$ cat config.mk
export PLATFORM = sky130hd
export DESIGN_NAME = mpool_cfg
export DESIGN_NICKNAME = d
export VERILOG_FILES = /design/src/hw/rtl/mpool_pkg.sv /design/src/hw/rtl/mpool_cfg.sv
export SDC_FILE = /design/constraint.sdc
export NUM_CORES = 1
export LEC_CHECK = 0
export BUFFER_PORTS_ARGS = -buffer_cell sky130_fd_sc_hd__buf_2
export CORE_ASPECT_RATIO = 1.25
export CORE_MARGIN = 3
export CORE_UTILIZATION = 49
export DETAILED_ROUTE_END_ITERATION = 16
export PLACE_DENSITY = 0.77
export SETUP_SLACK_MARGIN = 0.1
export SYNTH_ARGS = -nofsm -noshare
export SYNTH_HDL_FRONTEND = slang
export SYNTH_SLANG_ARGS = --single-unit
$ cat constraint.sdc
create_clock -name clk_i -period 1.2 [get_ports clk_i]
set_input_delay 0 -clock clk_i [delete_from_list [all_inputs] [get_ports clk_i]]
set_output_delay 0 -clock clk_i [all_outputs]
set_load 0.02 [all_outputs]
$ cat src/hw/rtl/mpool_pkg.sv
// Shared constants, types and the small pool divider for the max pool block.
`timescale 1ns / 1ps
package mpool_pkg;

  localparam int unsigned MAX_WIDTH    = 256;
  localparam int unsigned MAX_HEIGHT   = 256;
  localparam int unsigned MAX_CHANNELS = 64;
  localparam int unsigned MAX_POOL     = 8;

  localparam int unsigned SAMPLE_W = 16;
  localparam int unsigned INDEX_W  = 22;

  localparam int unsigned COL_W  = $clog2(MAX_WIDTH);
  localparam int unsigned ROW_W  = $clog2(MAX_HEIGHT);
  localparam int unsigned CH_W   = (MAX_CHANNELS > 1) ? $clog2(MAX_CHANNELS) : 1;
  localparam int unsigned POOL_W = $clog2(MAX_POOL + 1);
  localparam int unsigned CRD_W  = (COL_W > ROW_W) ? COL_W : ROW_W;
  localparam int unsigned BIG_W  = (CRD_W > POOL_W) ? CRD_W : POOL_W;
  localparam int unsigned SUM_W  = BIG_W + 2;

  // Fixed-point scale of the pool reciprocals
  localparam int unsigned RECIP_SH = 11;
  localparam int unsigned PROD_W   = CRD_W + RECIP_SH + 1;

  // Configuration port
  localparam int unsigned CFG_IDX_W    = 2;
  localparam int unsigned CFG_DATA_W   = 9;
  localparam int unsigned POOL_CFG_W   = 4;
  localparam int unsigned WIDTH_CFG_W  = 9;
  localparam int unsigned HEIGHT_CFG_W = 9;
  localparam int unsigned CHAN_CFG_W   = 7;

  localparam logic [POOL_CFG_W-1:0]   POOL_RST   = POOL_CFG_W'(2);
  localparam logic [WIDTH_CFG_W-1:0]  WIDTH_RST  = WIDTH_CFG_W'(64);
  localparam logic [HEIGHT_CFG_W-1:0] HEIGHT_RST = HEIGHT_CFG_W'(64);
  localparam logic [CHAN_CFG_W-1:0]   CHAN_RST   = CHAN_CFG_W'(1);

  typedef enum logic [CFG_IDX_W-1:0] {
    REG_POOL   = 2'd0,
    REG_WIDTH  = 2'd1,
    REG_HEIGHT = 2'd2,
    REG_CHANS  = 2'd3
  } cfg_reg_e;

  // Saturated configuration as the datapath sees it
  typedef struct packed {
    logic [POOL_W-1:0] pool;
    logic [COL_W:0]    width;
    logic [ROW_W:0]    height;
    logic [CH_W:0]     chans;
  } cfg_t;

  // One decoded sample on its way to the window update
  typedef struct packed {
    logic signed [SAMPLE_W-1:0] sample;
    logic [INDEX_W-1:0]         flat;
    logic [COL_W-1:0]           oc;
    logic                       in_win;
    logic                       start;
    logic                       fin;
    logic                       last;
  } item_t;

  typedef struct packed {
    logic [CRD_W-1:0]  quot;
    logic [POOL_W-1:0] rem;
  } divres_t;

  // Divide a coordinate below 256 by the pool side: shift for powers of two,
  // scaled reciprocal otherwise; the rounding error stays below one step.
  function automatic divres_t pool_div(input logic [CRD_W-1:0] num,
                                       input logic [POOL_W-1:0] den);
    divres_t                 r;
    logic [PROD_W-1:0]       prod;
    logic [CRD_W+POOL_W-1:0] back;
    case (den)
      POOL_W'(2): prod = PROD_W'(num) << (RECIP_SH - 1);
      POOL_W'(3): prod = PROD_W'(num) * PROD_W'(683);
      POOL_W'(4): prod = PROD_W'(num) << (RECIP_SH - 2);
      POOL_W'(5): prod = PROD_W'(num) * PROD_W'(410);
      POOL_W'(6): prod = PROD_W'(num) * PROD_W'(342);
      POOL_W'(7): prod = PROD_W'(num) * PROD_W'(293);
      POOL_W'(8): prod = PROD_W'(num) << (RECIP_SH - 3);
      default:    prod = PROD_W'(num) << RECIP_SH;
    endcase
    r.quot = prod[RECIP_SH +: CRD_W];
    back   = (CRD_W + POOL_W)'(r.quot) * (CRD_W + POOL_W)'(den);
    r.rem  = POOL_W'(num - CRD_W'(back));
    return r;
  endfunction

endpackage

$ cat src/hw/rtl/mpool_cfg.sv
// Configuration registers with saturation to the supported ranges.
`timescale 1ns / 1ps
module mpool_cfg (
  input  logic                              clk_i,
  input  logic                              rst_ni,
  input  logic                              cfg_we_i,
  input  logic [mpool_pkg::CFG_IDX_W-1:0]   cfg_index_i,
  input  logic [mpool_pkg::CFG_DATA_W-1:0]  cfg_data_i,
  output mpool_pkg::cfg_t                   cfg_o
);
  import mpool_pkg::*;

  logic [POOL_CFG_W-1:0]   pool_q,   pool_d;
  logic [WIDTH_CFG_W-1:0]  width_q,  width_d;
  logic [HEIGHT_CFG_W-1:0] height_q, height_d;
  logic [CHAN_CFG_W-1:0]   chans_q,  chans_d;

  always_comb begin
    pool_d   = pool_q;
    width_d  = width_q;
    height_d = height_q;
    chans_d  = chans_q;
    if (cfg_we_i) begin
      case (cfg_reg_e'(cfg_index_i))
        REG_POOL:   pool_d   = cfg_data_i[POOL_CFG_W-1:0];
        REG_WIDTH:  width_d  = cfg_data_i[WIDTH_CFG_W-1:0];
        REG_HEIGHT: height_d = cfg_data_i[HEIGHT_CFG_W-1:0];
        REG_CHANS:  chans_d  = cfg_data_i[CHAN_CFG_W-1:0];
        default: ;
      endcase
    end
  end

  always_ff @(posedge clk_i or negedge rst_ni) begin
    if (!rst_ni) begin
      pool_q   <= POOL_RST;
      width_q  <= WIDTH_RST;
      height_q <= HEIGHT_RST;
      chans_q  <= CHAN_RST;
    end else begin
      pool_q   <= pool_d;
      width_q  <= width_d;
      height_q <= height_d;
      chans_q  <= chans_d;
    end
  end

  // Saturate to 1..MAX
  always_comb begin
    if (pool_q == '0) begin
      cfg_o.pool = POOL_W'(1);
    end else if (32'(pool_q) > MAX_POOL) begin
      cfg_o.pool = POOL_W'(MAX_POOL);
    end else begin
      cfg_o.pool = POOL_W'(pool_q);
    end

    if (width_q == '0) begin
      cfg_o.width = (COL_W + 1)'(1);
    end else if (32'(width_q) > MAX_WIDTH) begin
      cfg_o.width = (COL_W + 1)'(MAX_WIDTH);
    end else begin
      cfg_o.width = (COL_W + 1)'(width_q);
    end

    if (height_q == '0) begin
      cfg_o.height = (ROW_W + 1)'(1);
    end else if (32'(height_q) > MAX_HEIGHT) begin
      cfg_o.height = (ROW_W + 1)'(MAX_HEIGHT);
    end else begin
      cfg_o.height = (ROW_W + 1)'(height_q);
    end

    if (chans_q == '0) begin
      cfg_o.chans = (CH_W + 1)'(1);
    end else if (32'(chans_q) > MAX_CHANNELS) begin
      cfg_o.chans = (CH_W + 1)'(MAX_CHANNELS);
    end else begin
      cfg_o.chans = (CH_W + 1)'(chans_q);
    end
  end

endmodule

Word level (Yosys, flattened, before mapping)
Cells that the tools add are included.
{"block": "classes", "n_mux": 8, "n_lt_le_gt_ge": 4, "reduce_logical": 9, "eq_ne": 3}
{"cell": "$mux 9", "count": 4}
{"cell": "$gt 9x9->1 const B", "count": 2}
{"cell": "$logic_not 9->1", "count": 2}
{"cell": "$mux 7", "count": 2}
{"cell": "$mux 4", "count": 2}
{"cell": "$reduce_and 2->1", "count": 4}
{"cell": "$gt 7x7->1 const B", "count": 1}
{"cell": "$logic_not 7->1", "count": 1}
{"cell": "$eq 2x2->1 const B", "count": 2}
{"cell": "$gt 4x4->1 const B", "count": 1}
{"cell": "$logic_not 4->1", "count": 1}
{"cell": "$eq 2x1->1 const B", "count": 1}
{"cell": "$logic_not 2->1", "count": 1}
{"block": "word_totals", "ff_bits": 29, "out_inout_bits": 29, "inputBits": 14, "wordCells": 28}

Depth between registers and ports, before layout
Gate-level depths: netlist (run 1).
{"block": "logic_depth", "word_depth": 3, "depth_mapped": 3, "ltp_nobuf": 2}

Least setup slack after synthesis (run 1)
OpenSTA, ideal clock, no wires.
{"block": "synth_timing", "path_type": "reg-to-output", "from": "register chans_q[1]", "to": "output port cfg_o[0] (netlist bit)", "path_stages_with_launch": 3, "required_time_ns": 1.200, "setup_slack_ns": -0.246, "t_arrival_ns": 1.446, "path_cell_list": "dfrtp_1 or3_1 o41ai_1"}
{"element": "from (decl)", "line_no": "mpool_cfg.sv:16", "source": "logic [CHAN_CFG_W-1:0] chans_q, chans_d;"}
{"element": "from (signal assigned)", "line_no": "mpool_cfg.sv:44", "source": "chans_q <= chans_d;"}
{"element": "to (decl)", "line_no": "mpool_cfg.sv:9", "source": "output mpool_pkg::cfg_t cfg_o"}

==> out/qor.yml, run 1 <==
detail_route.drc_violations: 0
cp.required_ps: 1200
synth_top_area_share: 0.4655
grt_max_degree: 30
yosysTopAreaCell: "dfrtp_1"
slew_headroom: 0.5849
skew_ps: 0
syn_avg_cell_area_sq_um: 13.17
grt_pass1_vias: 1103
io_pins: 43
arrival_ps: 1550
r2r-end: "width_q[8]$_DFFE_PN0P_"
hold_viol: 0
drt_wl_total_mm: 3.936
clockBufferDepth: 2
die-area_sq_mm: 0.003411
grt_pass1_wl_mm: 5.278
postSynth.topFlopCell: "dfrtp_1"
setup-tns-final_ps: -1525
power_density_mw_per_mm2: 1652
synthSimpleGateAreaFrac: 0.1667
fin_ws_ps: -350.6
timing.final.setup_violations: 16
slew_violations: 0
tritoncts: "done"
wl_per_cell_microns: 19.29
combPwrFrac: 0.430
maxCapViolations: 0
start_util: 0.5317
fmax_ghz: 0.6449
cp_max_fo: 3
synth.mux.area_fraction: 0.2430
dpl.hpwl_mm: 2.160
post-route-period-util: 1.292
antenna_found_initial: 0
ys_seq_area_frac: 0.5438
cts_buffers: 5
r2r_cells: 3
r2r-start: "width_q[8]$_DFFE_PN0P_"
syn_inst: 102
synthDistinctLibCells: 18
hp-start: "cfg_index_i[0]"
async_flop_share: 1.000
leakagePower_nw: 1.021
syn_nets: 116
io_buffers: 42
synth_common_cells: "29 x mux2_2, 25 x dfrtp_1, 16 x nor2b_1"
ys_top_cells_by_area: "dfrtp_1 47%, mux2_2 24%, dfstp_2 7.8%"
ant_nets: 0
syn_to_final_growth_pct: 61.83
p_sw_mw: 1.207
synth-compound-area-share: 0.02328
postPlaceCellArea_sq_mm: 0.001685
grt_usage: 0.2220
hp-class: "input pin to register"
setup.worst_path.start_class: "register"
rows: 20
p_seq_frac: 0.378
root_buffer: "clkbuf_4"
worstMarginPinSlew_ps: 622.7
ys_ff_latch: 29
yosysWarnings: 0
critical_path_class: "register to primary output"
firstDrtPassIters: 4
min_to: "pool_q[2]$_DFFE_PN0P_"
cts.sinks: 29
viasPerCell: 5.304
nets: 184
synth_top_family_by_area: "multiplexers"
layout-drive-gt1-share: 0.7310
die_w_microns: 52.84
pwr-share-clk: 0.193
synthAdderAreaFrac: 0
core_area_sq_mm: 0.002527
synth_edf_count: 0
ir_drop_v: 0.001413
rrSetupSlack_ps: 100
yosysMostFrequentCell: "mux2_2"
gr-total-overflow: 0
violations: "negative setup slack"
status: "finished, violations left"
rsz0062_at_grt: "true"
nFillCells: 113
sw_frac_of_total: 0.3359
dr_total_vias: 1082
h-tree-depth: 2
cts.clk_slew.worst_paths_ps: 110
insertion_delay_ps: 320
p_int_mw: 2.386
fin_crit_ps: 1551
antennaDiodeCount: 0
final_area_sq_mm: 0.002175
place.gp.congestion: 0.7774
synth_area_sq_mm: 0.001344
min_path_cells: 3
endpoint_kind: "primary output"
synthXorXnorAreaFrac: 0
initialDrtViolationCount: 7
die_h_microns: 64.55
## metal layers
metal  routed length, microns  GRT usage  vias up
met1                     1512     0.2477      530
met4                      122     0.1310        0
li1                         -          -      497
met2                     2049     0.3711       43
met5                        0          0        -
met3                      251    0.05517       12
## power by group through the flow
stage	Clock (mW)	Combinational, mW	Sequential (mW)
finish	0.693	1.54	1.36
detailed placement	0	1.05	1.33
floorplan	0	0.725	1.30
global placement	0	1.03	1.32
CTS	0.688	1.29	1.32
global route	0.747	1.63	1.38
## what timing repair did
| action | CTS | global route |
|---|---|---|
| pin swaps | 6 | 1 |
| hold buffers | 10 | 0 |
| gates resized for setup | 41 | 34 |
| buffers inserted | 5 | 3 |
| cloned | 0 | 1 |
| endpoints found under the setup margin | 25 | 27 |
| hold endpoints to repair | 54 | 0 |
## kinds of logic (layout without fill, tap and decap cells)
kind of cell           after synthesis  in the layout
multiplexers                        29             29
buffers and inverters                8             77
flip-flops                          29             29
AO/OA/AOI/OAI                        4              4
AND/OR/NAND/NOR                     32             32
## cell usage in the layout (no fill, tap or decap), types with 2 or more instances in the layout
master	n
and2b_1	5
buf_2	15
buf_4	21
buf_6	19
clkbuf_4	5
clkbuf_8	2
dfrtp_1	22
dfrtp_2	3
dfstp_2	4
dlygate4sd3_1	10
inv_1	2
mux2_2	29
nand3b_2	2
nor2b_1	5
nor2b_4	10
o22ai_4	2
or4_4	4
## stage by stage
stage                     std cells  power (mW)    util  setup slack [ps]  hold slack [ps]
after floorplan                 102       2.024       -             59.01           -295.6
after global placement          179       2.344  0.6668            -11.49            43.37
after detailed placement        179       2.380  0.6668            -25.43            47.54
after CTS                       201       3.298  0.7946            -333.2            104.1
after global routing            204       3.761  0.8604            -404.7            128.7
final                           204       3.593  0.8604            -350.6            109.9
## cell type report
cell class / count / area [sq um] / area share
inverters: 2 / 7.507 / 0.003452
repair buffers: 67 / 586.8 / 0.2698
flip-flops and latches: 29 / 734.5 / 0.3377
clock buffers: 7 / 65.06 / 0.02992
well taps: 33 / 41.29 / 0.01899
clock inverters: 1 / 5.005 / 0.002301
multi-input cells: 65 / 734.5 / 0.3377
## sequential cells by signal (all words and copies together) (netlist names)
| signal | cells |
|---|---|
| width_q | 9 |
| chans_q | 7 |
| height_q | 9 |
| pool_q | 4 |
## critical path: stages (launching register included)
cell and delay, ps:
dfstp_2 400, or4_4 540, o22ai_4 130, buf_6 130
## worst max path at each step
stage                             from   endpoint  slack (ps)  cells after the start
4_1_cts        height_q[6]$_DFFE_PN1P_   cfg_o[7]        -330                      3
5_1_grt         width_q[6]$_DFFE_PN1P_  cfg_o[16]        -400                      3
2_1_floorplan   width_q[8]$_DFFE_PN0P_  cfg_o[16]          60                      3
3_3_place_gp   height_q[5]$_DFFE_PN0P_   cfg_o[7]         -10                      3
6_report        width_q[6]$_DFFE_PN1P_  cfg_o[16]        -350                      3
3_5_place_dp   height_q[5]$_DFFE_PN0P_   cfg_o[7]         -30                      3
No activity file was read; power rests on OpenSTA's default activity.
==> run 2: changes to the inputs <==
- CORE_UTILIZATION: 49 -> 45
- PLACE_DENSITY: 0.77 -> 0.75
- clock period: 1.2 -> 1.3 ns (I/O delays scaled with it)
==> out/qor.yml, run 2 (same netlist as run 1, synthesis figures left out) <==
endpoint_kind: "primary output"
nets: 180  # -2.2%
maxCapViolations: 0  # unchanged
path_cells: "or4_4 -> o22ai_4 -> buf_6"
hp-class: "input pin to register"
firstDrtPassIters: 2  # -2
violations: "negative setup slack"
insertion_delay_ps: 320  # about the same
cp_max_fo: 2  # -1
met2WireLength_mm: 1.681  # -18%
die_w_microns: 54.88  # +3.9%
fin_ws_ps: -247.5  # +103.1 ps
nFillCells: 201  # +78%
io_buffers: 42  # unchanged
cts.clk_slew.worst_paths_ps: 100  # about the same
rsz0062_at_grt: "true"
grt_max_degree: 30  # unchanged
cp.required_ps: 1300  # +100 ps
arrival_ps: 1550  # about the same
antenna_found_initial: 0  # unchanged
rows: 21  # +5.0%
io_pins: 43  # unchanged
met3_length_microns: 171  # -32%
hold_viol: 0  # unchanged
drt_wl_total_mm: 3.285  # -17%
clockBufferDepth: 2  # unchanged
dr.max_layer_used: "met4"
most-common-layout-cells: "29 x mux2_2, 24 x dfrtp_1, 24 x buf_2"
initialDrtViolationCount: 12  # +5
power_density_mw_per_mm2: 1477  # -11%
die-area_sq_mm: 0.003682  # +7.9%
skew_ps: 0  # unchanged
die_h_microns: 67.10  # +3.9%
cp.buffers_inverters: 1  # unchanged
ant_nets: 0  # unchanged
core_area_sq_mm: 0.002759  # +9.2%
grt_pass1_wl_mm: 4.974  # -5.8%
finish.utilization: 0.7306  # -0.1298
viasPerCell: 5.139  # -3.1%
cp_slowest_cell: "or4_4"
start_util: 0.4871  # -0.04461
setup.worst_path.start_class: "register"
grt_usage: 0.1971  # -0.02493
dpl.hpwl_mm: 2.127  # -1.5%
cts.sinks: 29  # unchanged
layout-drive-gt1-share: 0.6647  # -0.06632
wl_per_cell_microns: 16.34  # -15%
crit_family: "simple AND/OR/NAND/NOR gates"
critical_path_class: "register to primary output"
hold_slack_ps: 114.2  # +4.251 ps
status: "finished, violations left"
slew_violations: 0  # unchanged
top_regs: "height_q x9, width_q x9, chans_q x7"
dr_total_vias: 1033  # -4.5%
detail_route.drc_violations: 0  # unchanged
gr-total-overflow: 0  # unchanged
tritoncts: "done"
slowest_delay_ps: 550  # about the same
post-route-period-util: 1.190
place.gp.congestion: 0.7177  # -7.7%
wl_met1_mm: 1.378  # -8.9%
slew_headroom: 0.5738  # -0.01106
antennaDiodeCount: 0  # unchanged
grt_pass1_vias: 1093  # -0.91%
fmax_ghz: 0.6462
ir_drop_v: 0.001031  # -27%
leakagePower_nw: 0.9444  # -7.5%
h-tree-depth: 2  # unchanged
syn_to_final_growth_pct: 50.00
fin_crit_ps: 1547
final_common_cell: "mux2_2"
root_buffer: "clkbuf_4"
timing.final.setup_violations: 4  # -12
cts_buffers: 5  # unchanged
worstMarginPinSlew_ps: 639.3  # +16.59 ps
==> run 2: cell types whose count changed in the layout (fill, tap and decap cells not counted), moves of 2 or more <==
cell,delta
buf_2,+9
dfrtp_2,-2
dfrtp_1,+2
clkbuf_8,-2
nor2b_1,+5
buf_4,-11
nor2b_4,-6
==> run 2: cell type report <==
type	instances	area, sq um	share of cell area
multi-input combinational	65	669.4	0.3321
timing repair buffer	63	513.0	0.2545
clock inverter	2	10.01	0.004966
sequential	29	732.0	0.3631
clock buffer	6	41.29	0.02048
inverter	2	7.507	0.003724
tap	34	42.54	0.02110
==> run 2: per-layer routing <==
layer,up-vias,GRT usage
li1,485,-
met1,506,0.2277
met2,37,0.3343
met3,5,0.04698
met4,0,0.08411
met5,-,0
==> run 2: metrics by stage <==
| stage | instances | total power [mW] | cell area [sq um] | worst slack, ps | setup TNS (ps) |
|---|---|---|---|---|---|
| CTS | 199 | 2.841 | 1912 | -267.1 | -774.8 |
| finish | 201 | 2.977 | 2016 | -247.5 | -706.3 |
| global placement | 174 | 2.084 | 1619 | 91.84 | 0 |
| global route | 201 | 3.126 | 2016 | -313.5 | -1046 |
| detailed placement | 174 | 2.113 | 1619 | 69.29 | 0 |
| floorplan | 102 | 1.823 | 1381 | 110.0 | 0 |
==> run 2: final timing paths <==
kind	slack, ps	endpoint	cells after the start	startpoint
setup / recovery	-250	cfg_o[7]	3	height_q[4]$_DFFE_PN0P_
hold / removal	110	pool_q[0]$_DFFE_PN0P_	3	cfg_index_i[1]
setup reg to reg	170	height_q[8]$_DFFE_PN0P_	4	height_q[8]$_DFFE_PN0P_
hold reg to reg	530	width_q[0]$_DFFE_PN0P_	1	width_q[0]$_DFFE_PN0P_
max in group asynchronous	620	chans_q[6]$_DFFE_PN0P_	2	rst_ni
min in group asynchronous	230	height_q[5]$_DFFE_PN0P_	2	rst_ni
==> run 2: repair_timing <==
| item | 4_1_cts | 5_1_grt |
|---|---|---|
| resized for setup | 28 | 27 |
| endpoints found under the hold margin | 54 | 0 |
| gates cloned | 1 | 0 |
| endpoints found under the setup margin | 9 | 20 |
| setup buffers | 6 | 2 |
| pin swaps | 2 | 0 |
| hold buffers | 10 | 0 |
==> run 2: where the power goes <==
part | total (mW) | switching [mW] | internal (mW) | leakage, nW
clock network | 0.527 | 0.321 | 0.206 | 0.0320
logic | 1.22 | 0.552 | 0.663 | 0.576
registers | 1.23 | 0.142 | 1.09 | 0.337
total | 2.98 | 1.02 | 1.96 | 0.944
==> run 2: tightest hold or removal path, cell delays in order <==
cell,delay (ps)
buf_2,120
nor3b_2,80
mux2_2,220
