<file path="src/hw/rtl/mpool_pkg.sv">
// Shared constants, types and the small pool divider for the max pool block.
`timescale 1ns / 1ps
package mpool_pkg;

  localparam int unsigned MAX_WIDTH    = 256;
  localparam int unsigned MAX_HEIGHT   = 256;
  localparam int unsigned MAX_CHANNELS = 64;
  localparam int unsigned MAX_POOL     = 8;

  localparam int unsigned SAMPLE_W = 16;
  localparam int unsigned INDEX_W  = 22;

  localparam int unsigned COL_W  = $clog2(MAX_WIDTH);
  localparam int unsigned ROW_W  = $clog2(MAX_HEIGHT);
  localparam int unsigned CH_W   = (MAX_CHANNELS > 1) ? $clog2(MAX_CHANNELS) : 1;
  localparam int unsigned POOL_W = $clog2(MAX_POOL + 1);
  localparam int unsigned CRD_W  = (COL_W > ROW_W) ? COL_W : ROW_W;
  localparam int unsigned BIG_W  = (CRD_W > POOL_W) ? CRD_W : POOL_W;
  localparam int unsigned SUM_W  = BIG_W + 2;

  // Fixed-point scale of the pool reciprocals
  localparam int unsigned RECIP_SH = 11;
  localparam int unsigned PROD_W   = CRD_W + RECIP_SH + 1;

  // Configuration port
  localparam int unsigned CFG_IDX_W    = 2;
  localparam int unsigned CFG_DATA_W   = 9;
  localparam int unsigned POOL_CFG_W   = 4;
  localparam int unsigned WIDTH_CFG_W  = 9;
  localparam int unsigned HEIGHT_CFG_W = 9;
  localparam int unsigned CHAN_CFG_W   = 7;

  localparam logic [POOL_CFG_W-1:0]   POOL_RST   = POOL_CFG_W'(2);
  localparam logic [WIDTH_CFG_W-1:0]  WIDTH_RST  = WIDTH_CFG_W'(64);
  localparam logic [HEIGHT_CFG_W-1:0] HEIGHT_RST = HEIGHT_CFG_W'(64);
  localparam logic [CHAN_CFG_W-1:0]   CHAN_RST   = CHAN_CFG_W'(1);

  typedef enum logic [CFG_IDX_W-1:0] {
    REG_POOL   = 2'd0,
    REG_WIDTH  = 2'd1,
    REG_HEIGHT = 2'd2,
    REG_CHANS  = 2'd3
  } cfg_reg_e;

  // Saturated configuration as the datapath sees it
  typedef struct packed {
    logic [POOL_W-1:0] pool;
    logic [COL_W:0]    width;
    logic [ROW_W:0]    height;
    logic [CH_W:0]     chans;
  } cfg_t;

  // One decoded sample on its way to the window update
  typedef struct packed {
    logic signed [SAMPLE_W-1:0] sample;
    logic [INDEX_W-1:0]         flat;
    logic [COL_W-1:0]           oc;
    logic                       in_win;
    logic                       start;
    logic                       fin;
    logic                       last;
  } item_t;

  typedef struct packed {
    logic [CRD_W-1:0]  quot;
    logic [POOL_W-1:0] rem;
  } divres_t;

  // Divide a coordinate below 256 by the pool side: shift for powers of two,
  // scaled reciprocal otherwise; the rounding error stays below one step.
  function automatic divres_t pool_div(input logic [CRD_W-1:0] num,
                                       input logic [POOL_W-1:0] den);
    divres_t                 r;
    logic [PROD_W-1:0]       prod;
    logic [CRD_W+POOL_W-1:0] back;
    case (den)
      POOL_W'(2): prod = PROD_W'(num) << (RECIP_SH - 1);
      POOL_W'(3): prod = PROD_W'(num) * PROD_W'(683);
      POOL_W'(4): prod = PROD_W'(num) << (RECIP_SH - 2);
      POOL_W'(5): prod = PROD_W'(num) * PROD_W'(410);
      POOL_W'(6): prod = PROD_W'(num) * PROD_W'(342);
      POOL_W'(7): prod = PROD_W'(num) * PROD_W'(293);
      POOL_W'(8): prod = PROD_W'(num) << (RECIP_SH - 3);
      default:    prod = PROD_W'(num) << RECIP_SH;
    endcase
    r.quot = prod[RECIP_SH +: CRD_W];
    back   = (CRD_W + POOL_W)'(r.quot) * (CRD_W + POOL_W)'(den);
    r.rem  = POOL_W'(num - CRD_W'(back));
    return r;
  endfunction

endpackage

</file>
<file path="src/hw/rtl/mpool_front.sv">
// Position counters, input register and window decode of each sample.
`timescale 1ns / 1ps
module mpool_front (
  input  logic                              clk_i,
  input  logic                              rst_ni,
  input  mpool_pkg::cfg_t                   cfg_i,
  input  logic                              in_valid_i,
  output logic                              in_ready_o,
  input  logic [mpool_pkg::SAMPLE_W-1:0]    in_sample_i,
  input  logic                              next_free_i,
  output logic                              adv_o,
  output mpool_pkg::item_t                  item_o
);
  import mpool_pkg::*;

  // Coordinates of the next sample to arrive
  logic [COL_W-1:0]   col_q, col_d;
  logic [ROW_W-1:0]   row_q, row_d;
  logic [CH_W-1:0]    ch_q, ch_d;
  logic [INDEX_W-1:0] flat_q, flat_d;

  // Input register
  logic                       v1_q, v1_d;
  logic signed [SAMPLE_W-1:0] smp1_q;
  logic [COL_W-1:0]           col1_q;
  logic [ROW_W-1:0]           row1_q;
  logic [CH_W-1:0]            ch1_q;
  logic [INDEX_W-1:0]         flat1_q;

  logic           accept;
  logic [COL_W:0] col_inc;
  logic [ROW_W:0] row_inc;
  logic [CH_W:0]  ch_inc;

  divres_t          dc, dr;
  logic [COL_W-1:0] col_base;
  logic [ROW_W-1:0] row_base;
  logic [SUM_W-1:0] col_end, row_end, p_ext;
  logic             in_col, in_row, last_col, last_row, last_ch;
  logic [POOL_W-1:0] p_top;

  assign adv_o      = v1_q && next_free_i;
  assign in_ready_o = !v1_q || next_free_i;
  assign accept     = in_valid_i && in_ready_o;

  always_comb begin
    col_inc = {1'b0, col_q} + (COL_W + 1)'(1);
    row_inc = {1'b0, row_q} + (ROW_W + 1)'(1);
    ch_inc  = {1'b0, ch_q} + (CH_W + 1)'(1);
    col_d   = col_q;
    row_d   = row_q;
    ch_d    = ch_q;
    flat_d  = flat_q;
    if (accept) begin
      flat_d = flat_q + INDEX_W'(1);
      col_d  = col_inc[COL_W-1:0];
      if (col_inc >= cfg_i.width) begin
        col_d = '0;
        row_d = row_inc[ROW_W-1:0];
        if (row_inc >= cfg_i.height) begin
          row_d = '0;
          ch_d  = ch_inc[CH_W-1:0];
          if (ch_inc >= cfg_i.chans) begin
            ch_d   = '0;
            flat_d = '0;
          end
        end
      end
    end
  end

  always_comb begin
    v1_d = v1_q;
    if (accept) begin
      v1_d = 1'b1;
    end else if (adv_o) begin
      v1_d = 1'b0;
    end
  end

  always_ff @(posedge clk_i or negedge rst_ni) begin
    if (!rst_ni) begin
      col_q  <= '0;
      row_q  <= '0;
      ch_q   <= '0;
      flat_q <= '0;
      v1_q   <= 1'b0;
    end else begin
      col_q  <= col_d;
      row_q  <= row_d;
      ch_q   <= ch_d;
      flat_q <= flat_d;
      v1_q   <= v1_d;
    end
  end

  always_ff @(posedge clk_i) begin
    if (accept) begin
      smp1_q  <= in_sample_i;
      col1_q  <= col_q;
      row1_q  <= row_q;
      ch1_q   <= ch_q;
      flat1_q <= flat_q;
    end
  end

  // Window decode: a sample lies in a whole window when its window base
  // plus the side still fits in the plane.
  always_comb begin
    dc       = pool_div(CRD_W'(col1_q), cfg_i.pool);
    dr       = pool_div(CRD_W'(row1_q), cfg_i.pool);
    col_base = col1_q - COL_W'(dc.rem);
    row_base = row1_q - ROW_W'(dr.rem);
    p_ext    = SUM_W'(cfg_i.pool);
    col_end  = SUM_W'(col_base) + p_ext;
    row_end  = SUM_W'(row_base) + p_ext;
    in_col   = col_end <= SUM_W'(cfg_i.width);
    in_row   = row_end <= SUM_W'(cfg_i.height);
    last_col = (col_end + p_ext) > SUM_W'(cfg_i.width);
    last_row = (row_end + p_ext) > SUM_W'(cfg_i.height);
    last_ch  = ({1'b0, ch1_q} + (CH_W + 1)'(1)) == cfg_i.chans;
    p_top    = cfg_i.pool - POOL_W'(1);

    item_o.sample = smp1_q;
    item_o.flat   = flat1_q;
    item_o.oc     = COL_W'(dc.quot);
    item_o.in_win = in_col && in_row;
    item_o.start  = (dc.rem == '0) && (dr.rem == '0);
    item_o.fin    = (dc.rem == p_top) && (dr.rem == p_top);
    item_o.last   = last_ch && last_col && last_row;
  end

endmodule

</file>
<file path="config.mk">
export PLATFORM = sky130hd
export DESIGN_NAME = mpool_front
export DESIGN_NICKNAME = d
export VERILOG_FILES = /design/src/hw/rtl/mpool_pkg.sv /design/src/hw/rtl/mpool_front.sv
export SDC_FILE = /design/constraint.sdc
export NUM_CORES = 1
export LEC_CHECK = 0
export BUFFER_PORTS_ARGS = -buffer_cell sky130_fd_sc_hd__buf_2
export CORE_MARGIN = 1
export CORE_UTILIZATION = 40
export DETAILED_ROUTE_END_ITERATION = 10
export PLACE_DENSITY = 0.54
export SLEW_MARGIN = 20
export SYNTH_ARGS = -nofsm -noshare
export SYNTH_HDL_FRONTEND = slang
export SYNTH_SLANG_ARGS = --single-unit
</file>
<file path="constraint.sdc">
create_clock -name clk_i -period 30.8 [get_ports clk_i]
set_input_delay 4.62 -clock clk_i [delete_from_list [all_inputs] [get_ports clk_i]]
set_output_delay 4.62 -clock clk_i [all_outputs]
set_load 0.05 [all_outputs]
</file>
Yosys cells after proc, flatten, opt, wreduce, memory -nomap -nowiden:

Cells that the tools add are included.
Widths: inputs -> output; s select.

* input bits: 49
* register bits: 105
* word-level logic and storage cells: 75

* multiplexer cells: 10
* multiply operators: 10
* $add $sub $neg: 14
* eq/ne operators: 10
* reduce and logical (&&, ||, !) cells: 14
* order comparisons: 7

Operator list (number)
* $pmux 19 s7: 2
* $mux 22: 3
* $mul 8x8->16 const B: 4
* $mul 8x10->18 const B: 2
* $mul 8x9->17 const B: 2
* $add 22x1->22 const B: 1
* $add 9x4->10: 2
* $gt 10x9->1: 2
* $add 8x1->9 const B: 2
* $add 8x4->9: 2
* $ge 9x9->1: 2
* $le 9x9->1: 2
* $eq 4x3->1 const B: 4
* $mul 8x4->4: 2
* $mux 8: 2
* $sub 8x4->8: 2
* $add 6x1->7 const B: 2
* $eq 4x2->1 const B: 2
* $eq 4x4->1: 2
* $logic_not 4->1: 2
* $sub 4x4->4: 2
* $eq 7x7->1: 1
* $ge 7x7->1: 1
* $logic_and 1x1->1: 7
* other kinds (9): 10

Logic depth before layout (Yosys ltp):

Gate-level depths: netlist of the first run.

* word-level depth: 10
* mapped depth: 48
* depth with buffers taken out: 46

Least setup slack after synthesis of the first run:

Ideal clock, no wire load.

* path kind: input -> output
* from: input port cfg_i[25] (netlist name)
* to: output port item_o[0] (netlist name)
* slack: 12.741 ns
* stages: 36
* path buffers: 2
* arrival: 13.439 ns
* data required time: 26.180 ns
* path through: clkbuf_1 inv_1 ha_1 or4_1 o211ai_2 a211o_1 nor4b_2 a32oi_1 and2_1 ha_1 inv_1 fa_1 ha_1 o21ai_0 nand2b_1 a21oi_1 xnor2_1 xnor2_1 xnor3_2 buf_2 xnor2_1 xnor2_1 ha_1 o21ai_0 nand2b_1 nand3_1 or3_1 a41o_1 a211oi_2 xor2_1 ha_1 nand4_1 nor3_1 nor3_1 nand4_1 nor4_1

RTL lines
* start, declared: RTL line mpool_front.sv:6 `input mpool_pkg::cfg_t cfg_i,`
* end, declared: RTL line mpool_front.sv:12 `output mpool_pkg::item_t item_o`

==> flow_summary.json, run 1 <==
{
  "worst_hold_path_type": "flop to flop",
  "syn_inst": 1736,
  "crit_top_cell": "ha_1",
  "layout_commonest_cell": "ha_1",
  "crit_path_end_kind": "output pin",
  "wirelength_mm": 38.7,
  "synth.yosys.seq_area_share_pct": 18.1,
  "syn-cell-area_mm2": 0.0162,
  "clock_skew_ps": 10.7,
  "clk_pin_slew_ps": 70,
  "synth-edff-count": 60,
  "drc": 0,
  "final_cell_area_mm2": 0.0176,
  "syn2layout_area_growth_pct": 8.62,
  "cts_tree": "built",
  "numCtsBuffers": 9,
  "finalCritPeriodShare_pct": 57.0,
  "cts_resized": 0,
  "die_x_um": 203,
  "hold_slack_ps": 475,
  "finalSetupTns_ps": 0,
  "cts_setup_buffers": 0,
  "drv_slew": 0,
  "slowest_stage": "o211a_1",
  "ctsHoldBuffers": 0,
  "fin_nets": 2345,
  "core_area_mm2": 0.0398,
  "clock_latency_ps": 370,
  "track_usage_pct": 19.6,
  "most-common-layout-cells": "ha_1 (374), inv_1 (275), nand2_1 (101)",
  "vias": 12200,
  "drt-initial-drc-count": 699,
  "fin_crit_ps": 17540,
  "port_buffers": 100,
  "crit_type": "input pin to output pin",
  "grt_pass1_vias": 12600,
  "status": "completed",
  "yosysWarnings": 0,
  "max_cap_violations": 0,
  "postRouteAntennaNets": 0,
  "rr_worst_depth": 14,
  "antenna_found_initial": 0,
  "arrival_ps": 12920,
  "synth_seq_cells": 105,
  "clock_sinks": 105,
  "hold_path_depth": 0,
  "setup_violations": 0,
  "wl_met1_mm": 18.8,
  "hp-start": "flat_q[21]",
  "r2r_end": "ch_q[3]",
  "yosys.area.top_type": "ha_1",
  "grt_pass1_wl_mm": 64.9,
  "slew_headroom_pct": 34.4,
  "hold_violations": 0,
  "gp_congestion": 0.845,
  "critical_path.max_fanout": 15,
  "avgSynthCellArea_um2": 9.32,
  "tightest_slew_ps": 960,
  "wl_per_cell_um": 16.4,
  "grt_max_degree": 53,
  "die_h_um": 203,
  "rsz0062_at_grt": "false",
  "drive_gt1_share_pct": 7.97,
  "netlist.area_leader.share_pct": 28.9,
  "cts.htree.levels": 3,
  "io_pins": 101,
  "die-area_mm2": 0.0412,
  "required_ps": 26180,
  "ys.flop_type": "edfxtp_1",
  "top_layer": "met4",
  "clock-root-buffer": "clkbuf_16",
  "r2r_slack_ps": 27190,
  "syn_nets": 2254,
  "vias_per_cell": 5.19,
  "wl_met2_mm": 18.0,
  "place_area_mm2": 0.0173,
  "synth_area_leaders": "ha_1 (29%), fa_1 (12%), edfxtp_1 (11%)",
  "dr.pass1.iters": 5,
  "met3WireLength_mm": 1.42,
  "clockBufferDepth": 2,
  "yosysUniqueCellTypes": 83,
  "rows": 73,
  "r2r_start": "col_q[0]",
  "critPathLaunchType": "input pin",
  "dp.final_hpwl_mm": 31.4,
  "async_flop_share_pct": 42.9,
  "grt_overflow": 0,
  "floorplan.initialDensity_pct": 40.6,
  "max_freq_mhz": 57.0,
  "max_stage_delay_ps": 460,
  "hold_end": "flat1_q[21]"
}
==> critical path, delay by kind of cell <==
kind	cells	cell delay [ps]
adder cells (fa/ha/maj)	7	1980
XOR/XNOR	8	1810
buffers and inverters	4	970
AO/OA/AOI/OAI	9	2020
AND/OR/NAND/NOR	11	1510
==> per-stage QoR <==
stage	setup slack, ps	util [%]	instances
final	13260	44.1	2358
after floorplan	12740	-	1736
after global routing	12530	44.1	2357
after detailed placement	13310	43.3	2341
after global placement	13530	43.3	2341
after CTS	13270	44.1	2357
==> routing by layer <==
metal  up-vias  GRT usage [%]
met5         -              0
li1       6195              -
met3        28           2.20
met1      5806           27.3
met4         0           4.03
met2       199           32.7
==> synthesized netlist by cell type (all sizes together) (7+ instances only) <==
library cell,number
ha,374
a22oi,10
clkbuf,23
xor2,57
o21ai,79
and2,13
a31oi,9
nand2,101
a21oi,59
nor2,66
nand3,38
nor3b,9
a221oi,7
or3,7
nor3,32
mux2i,12
nand4,17
inv,275
dfrtp,45
xnor2,79
nand2b,42
nor2b,28
edfxtp,60
a21o,44
o21a,14
nor4,9
and3,26
fa,95
==> cell families (layout without fill, tap and decap cells) <==
| logic type | after synthesis | after routing | share of synthesized area (%) |
|---|---|---|---|
| xor+xnor | 139 | 139 | 7.79 |
| fa+ha+maj | 470 | 470 | 40.8 |
| flops | 105 | 105 | 18.1 |
| mux | 15 | 15 | 0.975 |
| other cells | 0 | 1 | 0 |
| compound gates | 289 | 289 | 11.8 |
| buf+inv | 305 | 401 | 7.26 |
| simple gates | 413 | 413 | 13.4 |
==> registers in the layout, indices dropped and copies added, names as in the netlist <==
name and count:
v1_q 1, col_q 8, col1_q 8, smp1_q 16, row1_q 8, flat1_q 22
ch1_q 6, ch_q 6, row_q 8, flat_q 22
==> how the worst max path moves through the flow <==
stage	from	to	slack [ps]	depth (start not counted)
floorplan	cfg_i[25]	item_o[0]	12740	36
global placement	cfg_i[26]	item_o[0]	13530	39
detailed placement	cfg_i[26]	item_o[0]	13310	39
CTS	cfg_i[26]	item_o[0]	13270	39
global route	cfg_i[25]	item_o[0]	12530	37
finish	cfg_i[26]	item_o[0]	13260	39
==> layout make-up <==
cell class | count | area (µm²)
sequential | 105 | 2930
tap | 525 | 657
timing repair buffer | 109 | 568
antenna | 1 | 2.50
clock inverter | 6 | 75.1
clock buffer | 10 | 229
fill | 3928 | 22300
multi-input combinational | 1326 | 12100
inverter | 276 | 1040
Power of run 1 is left out: the tool's default activity adds up to more than one toggle a clock period on the data nets, which glitch-free logic cannot reach.
==> run 2, diff against run 1 <==
--- a/config.mk
+++ b/config.mk
@@ -5,6 +5,7 @@
 export SDC_FILE = /design/constraint.sdc
 export NUM_CORES = 1
 export LEC_CHECK = 0
+export ABC_AREA = 1
 export BUFFER_PORTS_ARGS = -buffer_cell sky130_fd_sc_hd__buf_2
 export CORE_MARGIN = 1
 export CORE_UTILIZATION = 40
==> constraint.sdc (replaced) <==
create_clock -name clk_i -period 16.4 [get_ports clk_i]
set_input_delay 2.46 -clock clk_i [delete_from_list [all_inputs] [get_ports clk_i]]
set_output_delay 2.46 -clock clk_i [all_outputs]
set_load 0.05 [all_outputs]
==> run 2 against run 1 <==
Net effect:
- cell area is 1.4% higher
- first-iteration DRC count decreased by 11%
- via count rose by 8.3%
- count of clock-buffer cells in the layout stayed put
- cell count grew 13%
- sequential cell count did not move
- hold slack got worse by 25 ps
- utilization up 0.42 points
- die area increased by 1.2%
- clock skew shrank 4.2 ps
- register-to-register slack got worse by 15000 ps
- critical endpoint unchanged
- largest cell class unchanged
==> flow_summary.json, run 2 <==
{
  "postRouteAntennaNets": 0,
  "cts_tree": "built",
  "grt_overflow": 0,
  "critPathLaunchType": "flop",
  "worst_hold_path_type": "flop to flop",
  "crit_family": "adder cells",
  "finalSetupTns_ps": 0,
  "drv_slew": 0,
  "tightest_slew_ps": 969,
  "hold_slack_ps": 450,
  "max_stage_delay_ps": 730,
  "wirelength_mm": 38.9,
  "avgSynthCellArea_um2": 8.11,
  "place_area_mm2": 0.0175,
  "vias_per_cell": 4.98,
  "async_flop_share_pct": 42.9,
  "max_cap_violations": 0,
  "muxShareOfSynthArea_pct": 0,
  "syn-cell-area_mm2": 0.0164,
  "numCtsBuffers": 9,
  "hold_violations": 0,
  "drt-initial-drc-count": 625,
  "wl_per_cell_um": 14.6,
  "floorplan.initialDensity_pct": 40.9,
  "grt_max_degree": 83,
  "crit_top_cell": "inv_1",
  "max_freq_mhz": 73.4,
  "cts_resized": 0,
  "track_usage_pct": 19.3,
  "die_h_um": 204,
  "die_x_um": 204,
  "hold_path_depth": 0,
  "clock_skew_ps": 6.51,
  "yosys-top-cells-count": "inv_1 (434), ha_1 (374), nand2_1 (307)",
  "drc": 0,
  "clk_pin_slew_ps": 70,
  "crit_type": "flop to output pin",
  "layout_commonest_cell": "inv_1",
  "synth_area_leaders": "ha_1 (29%), fa_1 (12%), edfxtp_1 (11%)",
  "path_depth": 51,
  "rr_worst_depth": 17,
  "synth_top_family_by_area": "adder cells",
  "setup_violations": 0,
  "path_buf_inv": 10,
  "drive_gt1_share_pct": 8.44,
  "yosys.area_share.simple_pct": 18.7,
  "ctsHoldBuffers": 0,
  "synth-edff-count": 60,
  "clockBufferDepth": 2,
  "hp-start": "row_q[6]",
  "synthXorXnorAreaFrac_pct": 4.17,
  "fin_ws_ps": 2770,
  "slew_headroom_pct": 35.4,
  "netlist.area_leader.share_pct": 28.6,
  "yosysMostFrequentCell": "inv_1",
  "fin_nets": 2645,
  "arrival_ps": 11170,
  "r2r_start": "col_q[2]",
  "required_ps": 13940,
  "yosysUniqueCellTypes": 55,
  "synth_seq_cells": 105,
  "syn_nets": 2536,
  "core_area_mm2": 0.0400,
  "grt_pass1_vias": 13200,
  "most-common-layout-cells": "inv_1 (433), ha_1 (374), nand2_1 (307)",
  "dp.final_hpwl_mm": 32.6,
  "dr.pass1.iters": 5,
  "final_cell_area_mm2": 0.0178,
  "critical_path.max_fanout": 11,
  "rsz0062_at_grt": "false",
  "synth_compound_area_share_pct": 8.45,
  "cts.htree.levels": 3,
  "antenna_cells": 0,
  "clock-root-buffer": "clkbuf_16",
  "synth.yosys.seq_area_share_pct": 17.9,
  "die-area_mm2": 0.0417,
  "synth-adder-area-share_pct": 40.2,
  "port_buffers": 100,
  "status": "completed",
  "vias": 13200,
  "syn2layout_area_growth_pct": 8.84,
  "clock_latency_ps": 370,
  "fillers": 4031,
  "critPathLaunch": "row1_q[5]",
  "antenna_found_initial": 2,
  "crit_path_end_kind": "output pin",
  "grt_pass1_wl_mm": 64.8,
  "yosys.area.top_type": "ha_1",
  "ys.flop_type": "edfxtp_1",
  "syn_inst": 2018,
  "rows": 73,
  "yosysWarnings": 0,
  "cts_setup_buffers": 0,
  "slowest_stage": "edfxtp_1",
  "clock_sinks": 105,
  "place_ws_ps": 2820,
  "io_pins": 101,
  "largestRegisters": "flat1_q: 22 flops, flat_q: 22 flops, smp1_q: 16 flops",
  "finalCritPeriodShare_pct": 83.1,
  "fin_crit_ps": 13630,
  "gp_congestion": 0.896
}
-- run 2: cell count changes after synthesis, sizes merged, moves of 28 or more --
cell,delta
nand3,+70
nand2b,-42
inv,+165
nor2,+76
xnor2,-52
nand2,+220
nor2b,-28
a21oi,+40
a21o,-37
-- run 2: logic make-up after synthesis --
| family | after synthesis |
|---|---|
| AND/OR/NAND/NOR | 672 |
| adder cells (fa/ha/maj) | 469 |
| buffers and inverters | 452 |
| AO/OA/AOI/OAI | 242 |
| flip-flops | 105 |
| XOR/XNOR | 78 |
-- run 2: final cells by class --
type	count	area, µm²	area share, %
Multi-Input combinational cell	1461	11700	65.7
Clock inverter	6	47.5	0.267
Timing Repair Buffer	109	568	3.19
Clock buffer	10	239	1.34
Sequential cell	105	2930	16.4
Inverter	441	1660	9.34
Tap cell	525	657	3.69
-- run 2: routing by layer --
metal	global-route usage, %	share of wire [%]
met4	4.08	1.4
met2	32.1	45
met5	0	0.041
met3	2.46	3.5
met1	26.7	50
-- run 2: through the flow --
stage	cells	utilization [%]
2_1_floorplan	2018	-
3_3_place_gp	2641	43.8
3_5_place_dp	2641	43.8
4_1_cts	2657	44.5
5_1_grt	2657	44.5
6_report	2657	44.5
-- run 2: final timing paths --
check | slack (ps) | to
max reg2reg | 12500 | flat_q[18]
min reg2reg | 450 | row1_q[6]
min in group asynchronous | 2180 | col_q[0]
max | 2770 | item_o[0]
min | 450 | row1_q[6]
max in group asynchronous | 13770 | flat_q[13]
Power of run 2 is left out for the same reason.
